===== src/sv/hsfc_pkg.sv =====
`timescale 1ns / 1ps
// shared types, class codes and constants for the half/single converter
// no dependencies

package hsfc_pkg;

    // operand class, decided in the decode stage
    typedef enum logic [2:0] {
        CLS_ZERO    = 3'd0,
        CLS_SUB     = 3'd1,
        CLS_NORM    = 3'd2,
        CLS_SPECIAL = 3'd3,
        CLS_OVF     = 3'd4,
        CLS_TINY    = 3'd5
    } cls_t;

    localparam logic [4:0] HALF_EXP_MAX     = 5'h1F;
    localparam logic [7:0] SINGLE_EXP_MAX   = 8'hFF;
    localparam logic [7:0] SINGLE_OVF_LIMIT = 8'd142;
    localparam logic [7:0] SINGLE_SUB_LOW   = 8'd102;
    localparam logic [7:0] SINGLE_NORM_LOW  = 8'd113;
    localparam logic [7:0] SUB_SHIFT_BASE   = 8'd126;
    localparam logic [7:0] EXP_BIAS_DIFF    = 8'd112;
    localparam logic [7:0] H2S_SUB_EXP_BASE = 8'd113;
    localparam logic [14:0] HALF_INF        = 15'h7C00;
    localparam logic [23:0] ROUND_BIAS      = 24'h000FFF;

    // decode stage payload
    typedef struct packed {
        logic        mode;
        logic        sign;
        cls_t        cls;
        logic        nan;
        logic [7:0]  exp;
        logic [22:0] man;
        logic [4:0]  shamt;
    } s1_t;

    // round stage payload
    typedef struct packed {
        logic        mode;
        logic        sign;
        cls_t        cls;
        logic        nan;
        logic [7:0]  exp;
        logic [3:0]  lz;
        logic [23:0] rnd;
    } s2_t;

    // leading zero count of a half mantissa, plus one for the hidden bit
    function automatic logic [3:0] hsfc_lz(input logic [9:0] m);
        logic [3:0] n;
        n = 4'd10;
        for (int i = 0; i < 10; i++) begin
            if (m[i]) begin
                n = 4'(10 - i);
            end
        end
        return n;
    endfunction

endpackage


===== src/sv/hsfc_decode.sv =====
`timescale 1ns / 1ps
// decode stage: field split, operand class and shift amount
// depends on hsfc_pkg

module hsfc_decode (
    input  logic           aclk,
    input  logic           aresetn,
    input  logic           in_valid,
    output logic           in_ready,
    input  logic           in_mode,
    input  logic [31:0]    in_operand,
    output logic           out_valid,
    input  logic           out_ready,
    output hsfc_pkg::s1_t  out_data
);
    import hsfc_pkg::*;

    logic       valid_reg;
    s1_t        data_reg;
    s1_t        data_next;
    logic [4:0] h_exp;
    logic [9:0] h_man;

    assign h_exp = in_operand[14:10];
    assign h_man = in_operand[9:0];

    always_comb begin
        data_next       = '0;
        data_next.mode  = in_mode;
        if (!in_mode) begin
            data_next.sign  = in_operand[15];
            data_next.exp   = {3'b000, h_exp};
            data_next.man   = {13'b0, h_man};
            data_next.nan   = 1'b0;
            data_next.shamt = {1'b0, hsfc_lz(h_man)};
            if (h_exp == 5'd0) begin
                data_next.cls = (h_man == 10'd0) ? CLS_ZERO : CLS_SUB;
            end else if (h_exp == HALF_EXP_MAX) begin
                data_next.cls = CLS_SPECIAL;
            end else begin
                data_next.cls = CLS_NORM;
            end
        end else begin
            data_next.sign  = in_operand[31];
            data_next.exp   = in_operand[30:23];
            data_next.man   = in_operand[22:0];
            data_next.nan   = |in_operand[22:0];
            data_next.shamt = 5'(SUB_SHIFT_BASE - in_operand[30:23]);
            if (in_operand[30:23] == SINGLE_EXP_MAX) begin
                data_next.cls = CLS_SPECIAL;
            end else if (in_operand[30:23] > SINGLE_OVF_LIMIT) begin
                data_next.cls = CLS_OVF;
            end else if (in_operand[30:23] < SINGLE_SUB_LOW) begin
                data_next.cls = CLS_TINY;
            end else if (in_operand[30:23] < SINGLE_NORM_LOW) begin
                data_next.cls = CLS_SUB;
            end else begin
                data_next.cls = CLS_NORM;
            end
        end
    end

    assign in_ready  = !valid_reg || out_ready;
    assign out_valid = valid_reg;
    assign out_data  = data_reg;

    always_ff @(posedge aclk) begin
        if (!aresetn) begin
            valid_reg <= 1'b0;
        end else if (in_ready) begin
            valid_reg <= in_valid;
        end
    end

    always_ff @(posedge aclk) begin
        if (in_valid && in_ready) begin
            data_reg <= data_next;
        end
    end

`ifndef ASSERT_OFF
    a_dec_inf_class: assert property (@(posedge aclk) disable iff (!aresetn)
        in_valid && in_ready && in_mode && (in_operand[30:23] == SINGLE_EXP_MAX)
        |=> valid_reg && (data_reg.cls == CLS_SPECIAL))
        else $error("single inf/nan not classed as special");
`endif

endmodule


===== src/sv/hsfc_round.sv =====
`timescale 1ns / 1ps
// round stage: rounding add, subnormal shift and half renormalisation
// depends on hsfc_pkg

module hsfc_round (
    input  logic           aclk,
    input  logic           aresetn,
    input  logic           in_valid,
    output logic           in_ready,
    input  hsfc_pkg::s1_t  in_data,
    output logic           out_valid,
    input  logic           out_ready,
    output hsfc_pkg::s2_t  out_data
);
    import hsfc_pkg::*;

    logic        valid_reg;
    s2_t         data_reg;
    s2_t         data_next;
    logic [24:0] sub_bias;
    logic [24:0] sub_sum;
    logic [10:0] sub_val;
    logic [23:0] nrm_sum;
    logic [10:0] h_norm;

    // single subnormal: half-up bias then shift right
    assign sub_bias = 25'd1 << (in_data.shamt - 5'd1);
    assign sub_sum  = {2'b01, in_data.man} + sub_bias;
    assign sub_val  = 11'(sub_sum >> in_data.shamt);

    // single normal: round to nearest even on bit 13
    assign nrm_sum  = {1'b0, in_data.man} + ROUND_BIAS + {23'b0, in_data.man[13]};

    // half subnormal: move leading one up to the hidden position
    assign h_norm   = {1'b0, in_data.man[9:0]} << in_data.shamt[3:0];

    always_comb begin
        data_next.mode = in_data.mode;
        data_next.sign = in_data.sign;
        data_next.cls  = in_data.cls;
        data_next.nan  = in_data.nan;
        data_next.exp  = in_data.exp;
        data_next.lz   = in_data.shamt[3:0];
        if (in_data.mode) begin
            data_next.rnd = (in_data.cls == CLS_SUB) ? {13'b0, sub_val} : nrm_sum;
        end else begin
            data_next.rnd = (in_data.cls == CLS_SUB) ? {14'b0, h_norm[9:0]}
                                                     : {14'b0, in_data.man[9:0]};
        end
    end

    assign in_ready  = !valid_reg || out_ready;
    assign out_valid = valid_reg;
    assign out_data  = data_reg;

    always_ff @(posedge aclk) begin
        if (!aresetn) begin
            valid_reg <= 1'b0;
        end else if (in_ready) begin
            valid_reg <= in_valid;
        end
    end

    always_ff @(posedge aclk) begin
        if (in_valid && in_ready) begin
            data_reg <= data_next;
        end
    end

`ifndef ASSERT_OFF
    a_rnd_sub_range: assert property (@(posedge aclk) disable iff (!aresetn)
        in_valid && in_ready && in_data.mode && (in_data.cls == CLS_SUB)
        |=> data_reg.rnd <= 24'h000400)
        else $error("half subnormal rounding beyond smallest normal");
`endif

endmodule


===== src/sv/hsfc_pack.sv =====
`timescale 1ns / 1ps
// pack stage: exponent adjust, overflow after rounding, result assembly
// depends on hsfc_pkg; holds the output register

module hsfc_pack (
    input  logic           aclk,
    input  logic           aresetn,
    input  logic           in_valid,
    output logic           in_ready,
    input  hsfc_pkg::s2_t  in_data,
    output logic           out_valid,
    input  logic           out_ready,
    output logic [31:0]    out_result
);
    import hsfc_pkg::*;

    logic        valid_reg;
    logic [31:0] result_reg;
    logic [31:0] result_next;
    logic [7:0]  h2s_sub_exp;
    logic [7:0]  h2s_norm_exp;
    logic        carry;
    logic [7:0]  s2h_exp;
    logic        s2h_ovf;

    assign h2s_sub_exp  = H2S_SUB_EXP_BASE - {4'b0, in_data.lz};
    assign h2s_norm_exp = in_data.exp + EXP_BIAS_DIFF;
    assign carry        = in_data.rnd[23];
    assign s2h_exp      = in_data.exp - EXP_BIAS_DIFF + {7'b0, carry};
    assign s2h_ovf      = carry && (in_data.exp == SINGLE_OVF_LIMIT);

    always_comb begin
        if (!in_data.mode) begin
            case (in_data.cls)
                CLS_ZERO:    result_next = {in_data.sign, 31'b0};
                CLS_SUB:     result_next = {in_data.sign, h2s_sub_exp,
                                            in_data.rnd[9:0], 13'b0};
                CLS_SPECIAL: result_next = {in_data.sign, SINGLE_EXP_MAX,
                                            in_data.rnd[9:0], 13'b0};
                default:     result_next = {in_data.sign, h2s_norm_exp,
                                            in_data.rnd[9:0], 13'b0};
            endcase
        end else begin
            case (in_data.cls)
                CLS_SPECIAL: result_next = {16'b0, in_data.sign, HALF_EXP_MAX,
                                            in_data.nan, 9'b0};
                CLS_OVF:     result_next = {16'b0, in_data.sign, HALF_INF};
                CLS_TINY:    result_next = {16'b0, in_data.sign, 15'b0};
                CLS_SUB:     result_next = {16'b0, in_data.sign, 4'b0, in_data.rnd[10:0]};
                default: begin
                    if (s2h_ovf) begin
                        result_next = {16'b0, in_data.sign, HALF_INF};
                    end else begin
                        result_next = {16'b0, in_data.sign, s2h_exp[4:0],
                                       carry ? 10'b0 : in_data.rnd[22:13]};
                    end
                end
            endcase
        end
    end

    assign in_ready   = !valid_reg || out_ready;
    assign out_valid  = valid_reg;
    assign out_result = result_reg;

    always_ff @(posedge aclk) begin
        if (!aresetn) begin
            valid_reg <= 1'b0;
        end else if (in_ready) begin
            valid_reg <= in_valid;
        end
    end

    always_ff @(posedge aclk) begin
        if (in_valid && in_ready) begin
            result_reg <= result_next;
        end
    end

`ifndef ASSERT_OFF
    a_pack_half_upper: assert property (@(posedge aclk) disable iff (!aresetn)
        in_valid && in_ready && in_data.mode |=> result_reg[31:16] == 16'b0)
        else $error("half result with upper bits set");
    a_pack_ovf: assert property (@(posedge aclk) disable iff (!aresetn)
        in_valid && in_ready && in_data.mode && (in_data.cls == CLS_OVF)
        |=> result_reg[14:0] == HALF_INF)
        else $error("overflow not mapped to infinity");
`endif

endmodule


===== src/sv/half_single_float_converter.sv =====
`timescale 1ns / 1ps
// top level of the binary16 / binary32 converter: decode, round, pack stages
// depends on hsfc_pkg, hsfc_decode, hsfc_round, hsfc_pack
//
//   channel  dir  handshake          payload
//   s_       in   s_valid, s_ready   s_mode, s_operand[31:0]
//   m_       out  m_valid, m_ready   m_result[31:0]
//
// three register stages; an item passes the decode, round and pack registers in turn, the last driving m_result
// one item per cycle sustained while m_ready stays high
// each stage holds its item while the next one is full and stalled
// aresetn (synchronous) empties all stages

module half_single_float_converter (
    input  logic        aclk,
    input  logic        aresetn,
    input  logic        s_valid,
    output logic        s_ready,
    input  logic        s_mode,
    input  logic [31:0] s_operand,
    output logic        m_valid,
    input  logic        m_ready,
    output logic [31:0] m_result
);
    import hsfc_pkg::*;

    logic s1_valid;
    logic s1_ready;
    s1_t  s1_data;
    logic s2_valid;
    logic s2_ready;
    s2_t  s2_data;

    hsfc_decode u_decode (
        .aclk       (aclk),
        .aresetn    (aresetn),
        .in_valid   (s_valid),
        .in_ready   (s_ready),
        .in_mode    (s_mode),
        .in_operand (s_operand),
        .out_valid  (s1_valid),
        .out_ready  (s1_ready),
        .out_data   (s1_data)
    );

    hsfc_round u_round (
        .aclk      (aclk),
        .aresetn   (aresetn),
        .in_valid  (s1_valid),
        .in_ready  (s1_ready),
        .in_data   (s1_data),
        .out_valid (s2_valid),
        .out_ready (s2_ready),
        .out_data  (s2_data)
    );

    hsfc_pack u_pack (
        .aclk       (aclk),
        .aresetn    (aresetn),
        .in_valid   (s2_valid),
        .in_ready   (s2_ready),
        .in_data    (s2_data),
        .out_valid  (m_valid),
        .out_ready  (m_ready),
        .out_result (m_result)
    );

`ifndef ASSERT_OFF
    a_top_reset_empty: assert property (@(posedge aclk)
        !aresetn |=> !m_valid && !s1_valid && !s2_valid)
        else $error("pipeline not empty after reset");
    a_top_stage_hold: assert property (@(posedge aclk) disable iff (!aresetn)
        s1_valid && !s1_ready |=> s1_valid && $stable(s1_data))
        else $error("decode stage item lost under stall");
`endif

endmodule

===== config.mk =====
export PLATFORM = sky130hd
export DESIGN_NAME = half_single_float_converter
export DESIGN_NICKNAME = d
export VERILOG_FILES = /design/src/sv/hsfc_pkg.sv /design/src/sv/hsfc_decode.sv /design/src/sv/hsfc_round.sv /design/src/sv/hsfc_pack.sv /design/src/sv/half_single_float_converter.sv
export SDC_FILE = /design/constraint.sdc
export NUM_CORES = 1
export LEC_CHECK = 0
export ABC_AREA = 1
export BUFFER_PORTS_ARGS = -buffer_cell sky130_fd_sc_hd__buf_2
export CORE_MARGIN = 5
export CORE_UTILIZATION = 65
export DETAILED_ROUTE_END_ITERATION = 10
export HOLD_SLACK_MARGIN = 0.02
export PLACE_DENSITY_LB_ADDON = 0.3
export REMOVE_ABC_BUFFERS = 1
export SLEW_MARGIN = 20
export SYNTH_ARGS = -nofsm -noshare
export SYNTH_HDL_FRONTEND = slang
export SYNTH_SLANG_ARGS = --single-unit
export TNS_END_PERCENT = 5

===== constraint.sdc =====
create_clock -name aclk -period 6.3 [get_ports aclk]
set_input_delay 1.575 -clock aclk [delete_from_list [all_inputs] [get_ports aclk]]
set_output_delay 1.575 -clock aclk [all_outputs]
set_load 0.02 [all_outputs]

Yosys cells after proc, flatten, opt, wreduce, memory -nomap -nowiden
Cells that the tools add are included.
{"block": "word_totals", "out_inout_bits": 34, "in_bits": 37, "regBits": 119, "wordCells": 83}
{"block": "op_classes", "n_mux": 25, "n_reduce_logical": 14, "n_addsub": 9, "magnitude_cmp": 3, "eq_ne": 8, "n_shift": 3}
{"op": "31-bit case mux with 3 select lines", "count": 1}
{"op": "15-bit case mux with 4 select lines", "count": 1}
{"op": "24-bit 2-to-1 mux", "count": 2}
{"op": "41-bit 2-to-1 mux", "count": 1}
{"op": "32-bit 2-to-1 mux", "count": 1}
{"op": "4-bit 2-to-1 mux", "count": 7}
{"op": "24-bit by 25-bit adder with 25-bit output", "count": 1}
{"op": "1-bit by 5-bit << shifter with 25-bit output, first input constant", "count": 1}
{"op": "25-bit by 5-bit right shift with 11-bit output", "count": 1}
{"op": "23-bit by 12-bit adder with 24-bit output, second input constant", "count": 1}
{"op": "24-bit by 1-bit adder with 24-bit output", "count": 1}
{"op": "23-bit OR reduction", "count": 1}
{"op": "10-bit 2-to-1 mux", "count": 2}
{"op": "8-bit equality test, second input constant", "count": 2}
{"op": "8-bit by 7-bit less-than comparator with 1-bit output, second input constant", "count": 2}
{"op": "15-bit 2-to-1 mux", "count": 1}
{"op": "3-bit 2-to-1 mux", "count": 4}
{"op": "10-bit zero test", "count": 1}
{"op": "10-bit by 4-bit << shifter with 10-bit output", "count": 1}
{"op": "8-bit by 7-bit adder with 8-bit output, second input constant", "count": 1}
{"op": "8-bit greater-than comparator, second input constant", "count": 1}
{"op": "7-bit by 4-bit subtractor with 8-bit output, first input constant", "count": 1}
{"op": "3-bit by 1-bit equality test with 1-bit output, second input constant", "count": 2}
{"op": "3-bit equality test, second input constant", "count": 2}
{"op": "13 further kinds", "count": 23}

Logic depth before layout (Yosys ltp)
Gate-level depths: netlist (run 1).
{"block": "logic_depth", "ltp_word": 10, "depth_mapped": 28, "depth_no_buf": 27}

Modules after synthesis
A second synthesis (run 1) with hierarchy kept.
{"block": "unflattened", "hier_cells": 1332, "area_unflattened_um2": 9315.2}
{"mod": "hsfc_round", "cells_per_inst": 961, "area_per_inst_um2": 5683.0, "instances": 1, "seq_area_each_um2": 1281.2}
{"mod": "hsfc_decode", "cells_per_inst": 188, "area_per_inst_um2": 1941.9, "instances": 1, "seq_area_each_um2": 1281.2}
{"mod": "hsfc_pack", "cells_per_inst": 183, "area_per_inst_um2": 1690.4, "instances": 1, "seq_area_each_um2": 980.9}

Worst setup path before layout (run 1)
OpenSTA, ideal clock, no wires.
{"block": "synth_path", "kind": "input to register", "from": "input m_ready", "to": "register u_pack.result_reg[0] (netlist: u_pack.out_result[0]), enable pin", "path_buffers": 0, "cell_stages": 2, "setup_slack_ps": 2680, "t_arrival_ps": 3188, "setup_time_ps": 432, "cell_sequence": "inv_1 -> a21oi_1"}
{"block": "synth_between", "elab_chain_len": 2}
{"element": "start: declaration", "line_no": "half_single_float_converter.sv:22", "source": "input logic m_ready,"}
{"element": "1-bit logical OR", "line_no": "hsfc_pack.sv:62", "source": "assign in_ready = !valid_reg || out_ready;"}
{"element": "1-bit logical AND", "line_no": "hsfc_pack.sv:75", "source": "if (in_valid && in_ready) begin"}
{"element": "end signal: assignment", "line_no": "hsfc_pack.sv:76", "source": "result_reg <= result_next;"}
{"element": "end: declaration", "line_no": "hsfc_pack.sv:18", "source": "logic [31:0] result_reg;"}
Every way passes these cells.
A chain may end at the register's enable or synchronous reset.

==> results.ini, run 1 <==
[critical_path]
critPathMaxStageDelay_ns=0.44
required_ns=6.46
critPathMaxFanout=38
r2r_end=u_round.out_data[5]
crit_chain=buf_4 -> inv_2 -> nor2_1 -> inv_1 -> nor2_1 -> nand2_1 -> fa_1 -> inv_1 -> nand3_1 -> nand2_1 -> nand2_1 -> nand2_1 -> nand2_1 -> nand2_2 -> nand2_2 -> nand2_2 -> nand2_1 -> nand3_1 -> nand3_1 -> nand3_1 -> nand3_1 -> a21oi_1 -> nor2_1
crit-reg2reg-launch=u_decode.out_data[1]
crit_family=simple AND/OR/NAND/NOR gates
worstSetupPathType=register to register
worstRegToRegCells=23
end_kind=register
crit_top_cell=nand2_1
regToRegSetupSlack_ns=1.99
critPathSlowestCell=fa_1
worstPathArrival_ns=4.47
crit_start=u_decode.out_data[1]
path_buf_inv=4
start_kind=register

[clock_tree]
clk_latency_ns=0.42
cts_buffers=17
cts_num_sinks=117
path_clk_slew_ns=0.06
ctsHoldBuffers=0
cts_tree=done
h-tree-depth=4
cts_resized=0
root_buffer=clkbuf_16
postCtsSetupRepairBufs=0
cts_buffer_depth=2

[grt]
grt_pass1_wl_um=47700
grt_max_degree=44
grtUsageTotal=0.378
grt-ovfl-total=0
antenna_found_initial=0
grt_pass1_vias=8975

[logic_synthesis]
synth-seq-cells=117
yosysWarnings=0
netlist_area_um2=9080
yosysUniqueCellTypes=48
async_flop_share=0
synth_edf_count=114
ys_seq_area_frac=0.383
synthCells=1298
synth_top_flop_cell=edfxtp_1
synth.avg_cell_area_um2=7.00

[final_layout]
final_cell_mix=nand2_1, inv_1, nand3_1, nor2_1, edfxtp_1
finalCoreUtilization=0.740
nets=1433
antenna_cells=0
area_growth_pct=12.1
fin_cells=1555
layout_commonest_cell=nand2_1
drive_gt1_frac=0.115

[hold_path]
hp-class=register to register
hold_start=u_decode.out_data[36]
hold_depth=0
hold_end=u_round.out_data[36]

[die]
initial_core_util=0.660
chipWidth_um=128
core_um2=13800
io_pins=71
die_area_um2=16400
die-height_um=128
rows=43

[placed_design]
place_congestion=1.00
dp_hpwl_um=22600
placedCellCount=1524
port_buffers=70

[timing]
final_hold_viol_count=0
finalSetupViolations=0
setup_tns_ns=0
finClkSkew_ns=0.00987
slew_headroom=0.440
worst_slew_pin_slew_ns=0.828
period_share=0.685
slew_violations=0
fmax_mhz=232
rsz0062_at_grt=no
fin_crit_ns=4.31
hold_slack_ns=0.415

[drt]
drt_iter0_markers=1701
vias_per_cell=6.22
wl_per_cell_um=19.8
dr.pass1.iters=6
route.vias.total=9678
antenna_left=0
drc=0
drt_wl_total_um=30700

[run_status]
status=complete, no violations

[power]
power_leakage_nw=4.93
power_per_cell_area_nw_per_um2=234
total_power_w=0.00238
ir_drop_v=0.000212

[run]
drv_cap=0

how the worst max path moves through the flow:
stage | end | cells after the start
global route | u_round.out_data[1] | 23
finish | u_round.out_data[5] | 23
global placement | u_round.out_data[1] | 23
CTS | u_round.out_data[5] | 23
floorplan | u_round.out_data[1] | 23
detailed placement | u_round.out_data[5] | 23
Yosys cell counts, types with 3 or more instances:
master    instances  area share
a21oi_1          72       0.040
a221oi_1          3      0.0029
a22oi_1           3      0.0025
and2_1            5      0.0034
buf_2             9      0.0050
clkbuf_1         18      0.0074
dfxtp_1           3      0.0066
edfxtp_1        114        0.38
ha_1             32       0.044
inv_1           204       0.084
inv_2             7      0.0029
nand2_1         360        0.15
nand2_2          15       0.010
nand3_1         172       0.095
nand3_2           7      0.0077
nand3b_1          6      0.0050
nand4_1          17       0.012
nor2_1          115       0.048
nor2_2           14      0.0096
nor2_4            3      0.0037
nor3_1           12      0.0066
nor3_2            4      0.0044
nor4_1            4      0.0028
o211ai_1          3      0.0025
o21ai_0          49       0.027
o22ai_1           7      0.0048
xnor2_1           5      0.0048
xor2_1           10      0.0096
final cells by class:
| cell class | count | area (µm²) |
|---|---|---|
| clock buffers | 19 | 433 |
| clock inverters | 12 | 185 |
| fillers | 1071 | 3590 |
| inverters | 213 | 800 |
| multi-input cells | 937 | 4660 |
| flip-flops and latches | 117 | 3480 |
| well taps | 180 | 225 |
| repair buffers | 77 | 403 |
cell families after synthesis:
family          Yosys count  share of synthesized area
fa+ha+maj                33                     0.0463
buf+inv                 244                      0.104
simple gates            740                      0.362
flops                   117                      0.383
compound gates          149                     0.0894
xor+xnor                 15                     0.0145
through the flow:
step	instance area [µm²]	setup WS [ns]
2_1_floorplan	8940	2.20
3_3_place_gp	9570	2.23
3_5_place_dp	9570	2.19
4_1_cts	10200	2.17
5_1_grt	10200	1.71
6_report	10200	1.99
power by group:
part | switching (W) | leakage, nW | internal, W
Sequential | 0.0000383 | 1.14 | 0.000900
Combinational | 0.000288 | 3.48 | 0.000119
Clock | 0.000346 | 0.303 | 0.000693
routing by layer:
layer,global-route usage,up-vias,wire length (µm)
li1,-,4397,-
met1,0.521,4371,11500
met2,0.572,784,13500
met3,0.0938,126,4370
met4,0.154,0,1400
met5,0,-,0
registers in the layout, summed over array words and instances, names as in the netlist:
register / cells
u_decode.out_data: 42
u_decode.out_valid: 1
u_pack.out_result: 32
u_pack.out_valid: 1
u_round.out_data: 40
u_round.out_valid: 1
Note: power is estimated with default switching activity, not from simulation.
==> inputs of run 2 (changes only) <==
- CORE_UTILIZATION: 65 -> 56
- clock period: 6.3 -> 3.48 ns (I/O delays scaled with it)
==> results.ini, run 2 (synthesized netlist as in run 1, its figures left out) <==
[run_status]
status=complete, no violations  ; unchanged

[hold_path]
hold_start=u_decode.out_data[35]  ; was u_decode.out_data[36]
hold_depth=0  ; unchanged
hp-class=register to register  ; unchanged
hold_end=u_round.out_data[35]  ; was u_round.out_data[36]

[critical_path]
r2r_end=u_round.out_data[5]  ; unchanged
worstSetupPathType=register to register  ; unchanged
critPathSlowestCell=edfxtp_1  ; was fa_1
required_ns=3.62  ; was 6.46 ns
start_kind=register  ; unchanged
end_kind=register  ; unchanged
path_buf_inv=1  ; was 4
critPathMaxFanout=6  ; was 38
crit_family=simple AND/OR/NAND/NOR gates  ; unchanged
regToRegSetupSlack_ns=0.09  ; was 1.99 ns
worstPathArrival_ns=3.53  ; was 4.47 ns
worstRegToRegCells=20  ; was 23
crit_top_cell=nand2_1  ; unchanged
crit-reg2reg-launch=u_decode.out_data[1]  ; unchanged
critPathMaxStageDelay_ns=0.54  ; was 0.44 ns
crit_chain=nor2_4 -> nand2_2 -> nor2_4 -> nor2_8 -> nand3_1 -> inv_1 -> ha_2 -> nand2_1 -> nor2_4 -> nand2_1 -> nor2_1 -> nand2_1 -> nand4_1 -> nand2_1 -> nand2_1 -> nand3_1 -> nand3_1 -> nand3_1 -> a21oi_1 -> nor2_1  ; was buf_4 -> inv_2 -> nor2_1 -> inv_1 -> nor2_1 -> nand2_1 -> fa_1 -> inv_1 -> nand3_1 -> nand2_1 -> nand2_1 -> nand2_1 -> nand2_1 -> nand2_2 -> nand2_2 -> nand2_2 -> nand2_1 -> nand3_1 -> nand3_1 -> nand3_1 -> nand3_1 -> a21oi_1 -> nor2_1

[clock_tree]
ctsHoldBuffers=0  ; unchanged
clk_latency_ns=0.42  ; about the same
path_clk_slew_ns=0.06  ; about the same
cts_buffers=17  ; unchanged
h-tree-depth=4  ; unchanged
root_buffer=clkbuf_16  ; unchanged
cts_tree=done  ; unchanged
cts_buffer_depth=2  ; unchanged
cts_num_sinks=117  ; unchanged

[timing]
fmax_mhz=295  ; was 232 MHz
period_share=0.975  ; was 0.685
final_hold_viol_count=0  ; unchanged
fin_crit_ns=3.39  ; was 4.31 ns
slew_headroom=0.475  ; was 0.440
fin_ws_ns=0.0880  ; was 1.99 ns
slew_violations=0  ; unchanged
finalSetupViolations=0  ; unchanged
worst_slew_pin_slew_ns=0.777  ; was 0.828 ns
finClkSkew_ns=0.0104  ; was 0.00987 ns

[final_layout]
finalInstanceArea_um2=10800  ; was 10200 µm²
area_growth_pct=18.7  ; was 12.1%
nets=1471  ; was 1433
fillCellCount=1384  ; was 1071
final_cell_mix=nand2_1, inv_1, nand3_1, edfxtp_1, nor2_1  ; was nand2_1, inv_1, nand3_1, nor2_1, edfxtp_1
drive_gt1_frac=0.185  ; was 0.115
layout_commonest_cell=nand2_1  ; unchanged
antenna_cells=0  ; unchanged
largest_reg_flops=42  ; unchanged
finalCoreUtilization=0.679  ; was 0.740

[die]
core_um2=15900  ; was 13800 µm²
rows=46  ; was 43
chipWidth_um=137  ; was 128 µm
die_area_um2=18900  ; was 16400 µm²
die-height_um=137  ; was 128 µm
initial_core_util=0.572  ; was 0.660
io_pins=71  ; unchanged

[grt]
grt-ovfl-total=0  ; unchanged
grtUsageTotal=0.300  ; was 0.378
grt_pass1_wl_um=43000  ; was 47700 µm
antenna_found_initial=0  ; unchanged
grt_pass1_vias=8388  ; was 8975
grt_max_degree=43  ; was 44

[drt]
drc=0  ; unchanged
route.vias.total=9274  ; was 9678
antenna_left=0  ; unchanged
drt_iter0_markers=1157  ; was 1701
drt_wl_total_um=28100  ; was 30700 µm
wl_per_cell_um=17.3  ; was 19.8 µm
vias_per_cell=5.69  ; was 6.22
dr.pass1.iters=5  ; was 6

[power]
power_leakage_nw=5.11  ; was 4.93 nW
ir_drop_v=0.000445  ; was 0.000212 V
power_per_cell_area_nw_per_um2=386  ; was 234 nW/µm²

[placed_design]
place_area_um2=9880  ; was 9570 µm²
place_congestion=1.03  ; was 1.00
dp_hpwl_um=21900  ; was 22600 µm
port_buffers=70  ; unchanged
pre_cts_slack_ns=0.0762  ; was 2.19 ns

[run]
drv_cap=0  ; unchanged

-- run 2: changes by cell type in the layout (fill, tap and decap cells not counted), moves of 7 or more --
cell	change
nand2_1	-18
nand2_2	+17
nand3_1	-7
nor2_4	+8
ha_1	-11
nor2_1	-14
buf_4	+37
-- run 2: repair_timing --
| action | 4_1_cts | 5_1_grt |
|---|---|---|
| gates resized for setup | 0 | 77 |
| buffers inserted | 0 | 2 |
| endpoints found under the setup margin | 0 | 11 |
-- run 2: per-stage QoR --
stage                     total power [W]  hold WS [ns]  std cells  TNS, ns
after floorplan                   0.00217         0.400       1267    -6.10
after global placement            0.00243         0.401       1596        0
after detailed placement          0.00244         0.405       1596        0
after CTS                         0.00412         0.417       1628        0
after global routing              0.00432         0.423       1630   -0.201
final                             0.00417         0.417       1630        0
-- run 2: layer usage --
layer / part of all wire / GRT usage / vias up
met3: 0.11 / 0.0716 / 90
met5: 0 / 0 / -
met4: 0.040 / 0.118 / 0
met1: 0.41 / 0.418 / 4190
met2: 0.44 / 0.451 / 525
li1: - / - / 4469
-- run 2: worst max path at each step --
stage                               startpoint                  end  cells after the start
after floorplan           u_decode.out_data[0]  u_round.out_data[1]                     23
after global placement    u_decode.out_data[0]  u_round.out_data[5]                     22
after detailed placement  u_decode.out_data[1]  u_round.out_data[0]                     24
after CTS                 u_decode.out_data[1]  u_round.out_data[0]                     24
after global routing      u_decode.out_data[1]  u_round.out_data[0]                     23
final                     u_decode.out_data[1]  u_round.out_data[5]                     20
-- run 2: where the power goes --
| group | internal [W] | switching, W | total [W] |
|---|---|---|---|
| Combinational | 0.000263 | 0.000520 | 0.000783 |
| Clock | 0.00108 | 0.000602 | 0.00169 |
| Sequential | 0.00163 | 0.0000663 | 0.00170 |
-- run 2: area by class of cell --
type	count	area (µm²)	share of cell area
Multi-Input combinational cell	937	4970	0.461
Sequential cell	117	3480	0.323
Inverter	213	800	0.0741
Timing Repair Buffer	115	692	0.0642
Clock buffer	23	468	0.0434
Tap cell	216	270	0.0251
Clock inverter	9	104	0.00963
==> inputs of run 3 (changes only) <==
- PLACE_DENSITY: not set -> 0.86
- PLACE_DENSITY_LB_ADDON: 0.3 -> not set
- SLEW_MARGIN: 20 -> not set
- SYNTH_HIERARCHICAL: not set -> 1
==> results.ini, run 3 <==
[run_status]
status=complete, no violations  ; unchanged

[critical_path]
regToRegSetupSlack_ns=0.09  ; about the same
end_kind=register  ; unchanged
r2r_end=u_round/out_data[0]  ; was u_round.out_data[5]
worstRegToRegCells=21  ; was 20
critPathMaxFanout=12  ; was 6
worstSetupPathType=register to register  ; unchanged
worstPathArrival_ns=3.55  ; was 3.53 ns
crit-reg2reg-launch=u_decode/out_data[1]  ; was u_decode.out_data[1]
required_ns=3.64  ; was 3.62 ns
start_kind=register  ; unchanged

[clock_tree]
cts_buffers=17  ; unchanged
root_buffer=clkbuf_16  ; unchanged
path_clk_slew_ns=0.06  ; about the same
h-tree-depth=4  ; unchanged
cts_tree=done  ; unchanged
cts_num_sinks=117  ; unchanged
cts_buffer_depth=2  ; unchanged
clk_latency_ns=0.41  ; was 0.42 ns

[timing]
rsz0062_at_grt=yes
finClkSkew_ns=0.00573  ; was 0.0104 ns
fin_crit_ns=3.39  ; about the same
fin_ws_ns=0.0923  ; was 0.0880 ns
finalSetupViolations=0  ; unchanged
worst_slew_pin_slew_ns=0.710  ; was 0.777 ns
slew_headroom=0.525  ; was 0.475
fmax_mhz=295  ; about the same
hold_slack_ns=0.417  ; about the same
period_share=0.973  ; was 0.975
final_hold_viol_count=0  ; unchanged
slew_violations=0  ; unchanged

[die]
core_um2=16300  ; was 15900 µm²
chipWidth_um=138  ; was 137 µm
initial_core_util=0.564  ; was 0.572
rows=47  ; was 46
die-height_um=138  ; was 137 µm
io_pins=71  ; unchanged
die_area_um2=19100  ; was 18900 µm²

[grt]
grt_pass1_wl_um=44600  ; was 43000 µm
grtUsageTotal=0.289  ; was 0.300
grt_max_degree=43  ; unchanged
grt-ovfl-total=0  ; unchanged
grt_pass1_vias=8762  ; was 8388
antenna_found_initial=0  ; unchanged

[drt]
route.vias.total=9711  ; was 9274
drt_iter0_markers=1207  ; was 1157
drt_wl_total_um=29500  ; was 28100 µm
antenna_left=0  ; unchanged
drc=0  ; unchanged
vias_per_cell=5.81  ; was 5.69
wl_per_cell_um=17.7  ; was 17.3 µm
dr.pass1.iters=6  ; was 5

[placed_design]
dp_hpwl_um=22000  ; was 21900 µm
place_congestion=0.997  ; was 1.03
pre_cts_slack_ns=-0.0441  ; was 0.0762 ns
port_buffers=70  ; unchanged

[power]
ir_drop_v=0.000450  ; was 0.000445 V
power_leakage_nw=5.46  ; was 5.11 nW
p_sw_w=0.00131  ; was 0.00119 W
pwr-share-clk=0.412  ; was 0.405
power_per_cell_area_nw_per_um2=385  ; was 386 nW/µm²
pwr-share-seq=0.382  ; was 0.407
p_int_w=0.00315  ; was 0.00298 W
power.share.switching=0.294  ; was 0.285
total_power_w=0.00447  ; was 0.00417 W
pwr-share-comb=0.206  ; was 0.188

[final_layout]
antenna_cells=0  ; unchanged
regArea_um2=3480  ; unchanged
area_growth_pct=25.8  ; was 18.7%
multiInputGateArea_um2=5560  ; was 4970 µm²
fillCellCount=1321  ; was 1384
largest_reg_flops=42  ; unchanged
layout_commonest_cell=nand2_1  ; unchanged
final_cell_mix=nand2_1, inv_1, nand3_1, edfxtp_1, nor2_1  ; unchanged
nets=1508  ; was 1471
drive_gt1_frac=0.253  ; was 0.185

[hold_path]
hold_depth=0  ; unchanged
hp-class=register to register  ; unchanged
hold_start=u_decode/out_data[30]  ; was u_decode.out_data[35]
hold_end=u_round/out_data[30]  ; was u_round.out_data[35]

[logic_synthesis]
synthCells=1324  ; was 1298
yosysWarnings=6  ; was 0
netlist_area_um2=9230  ; was 9080 µm²
synth.avg_cell_area_um2=6.97  ; was 7.00 µm²

[run]
drv_cap=0  ; unchanged

## run 3: how the worst max path moves through the flow
stage                    startpoint                   to  slack, ns  cells after the start
2_1_floorplan  u_decode/out_data[1]  u_round/out_data[4]      -0.54                     18
3_3_place_gp   u_decode/out_data[3]  u_round/out_data[1]      -0.05                     22
3_5_place_dp   u_decode/out_data[2]  u_round/out_data[1]      -0.04                     23
4_1_cts        u_decode/out_data[3]  u_round/out_data[1]      0.004                     23
5_1_grt        u_decode/out_data[2]  u_round/out_data[6]      -0.04                     21
6_report       u_decode/out_data[1]  u_round/out_data[0]       0.09                     21
## run 3: metal layers
metal | share of wire | vias up | global-route usage | routed length [µm]
met4 | 0.030 | 0 | 0.0931 | 891
li1 | - | 4586 | - | -
met1 | 0.40 | 4423 | 0.394 | 11700
met5 | 0 | - | 0 | 0
met3 | 0.11 | 77 | 0.0594 | 3160
met2 | 0.47 | 625 | 0.464 | 13800
## run 3: worst max-delay path, stage by stage, from the launching register on
cell,delay [ns]
edfxtp_1,0.44
buf_4,0.18
buf_6,0.15
nor2_8,0.15
clkinvlp_4,0.25
nor2_4,0.16
ha_4,0.18
nand2_2,0.11
nor2_4,0.13
inv_2,0.07
nor3_4,0.32
nand2_4,0.08
nand2_1,0.08
nand2_2,0.08
nand3_1,0.08
nand3_1,0.13
nand2_1,0.11
nand2_1,0.08
nand3_1,0.10
nand3_1,0.09
nand2_1,0.09
nand2_1,0.06
## run 3: per-stage QoR
step | setup TNS [ns] | instance area [µm²] | instances | util
detailed placement | -0.0601 | 10100 | 1628 | 0.616
CTS | 0 | 10700 | 1661 | 0.657
global placement | -0.0866 | 10100 | 1628 | 0.616
global route | -0.208 | 11600 | 1670 | 0.710
floorplan | -11.31 | 9070 | 1291 | -
finish | 0 | 11600 | 1670 | 0.710
## run 3: repair_timing
action | in CTS | in global routing
endpoints found under the setup margin | 6 | 11
hold buffers | 0 | 0
gates resized for setup | 8 | 190
setup buffers | 1 | 9
pin swaps | 2 | 50
## run 3: cell type report
type                    count  share of cell area
well taps                 220              0.0237
flip-flops and latches    117               0.300
multi-input cells         957               0.480
repair buffers            127              0.0712
clock inverters            15              0.0176
clock buffers              17              0.0367
inverters                 217              0.0711
## run 3: power groups by stage
stage / clock, W / combinational (W) / sequential (W)
floorplan: 0 / 0.000469 / 0.00174
global placement: 0 / 0.000757 / 0.00172
detailed placement: 0 / 0.000767 / 0.00173
CTS: 0.00185 / 0.000778 / 0.00170
global route: 0.00193 / 0.000993 / 0.00171
finish: 0.00184 / 0.000921 / 0.00170
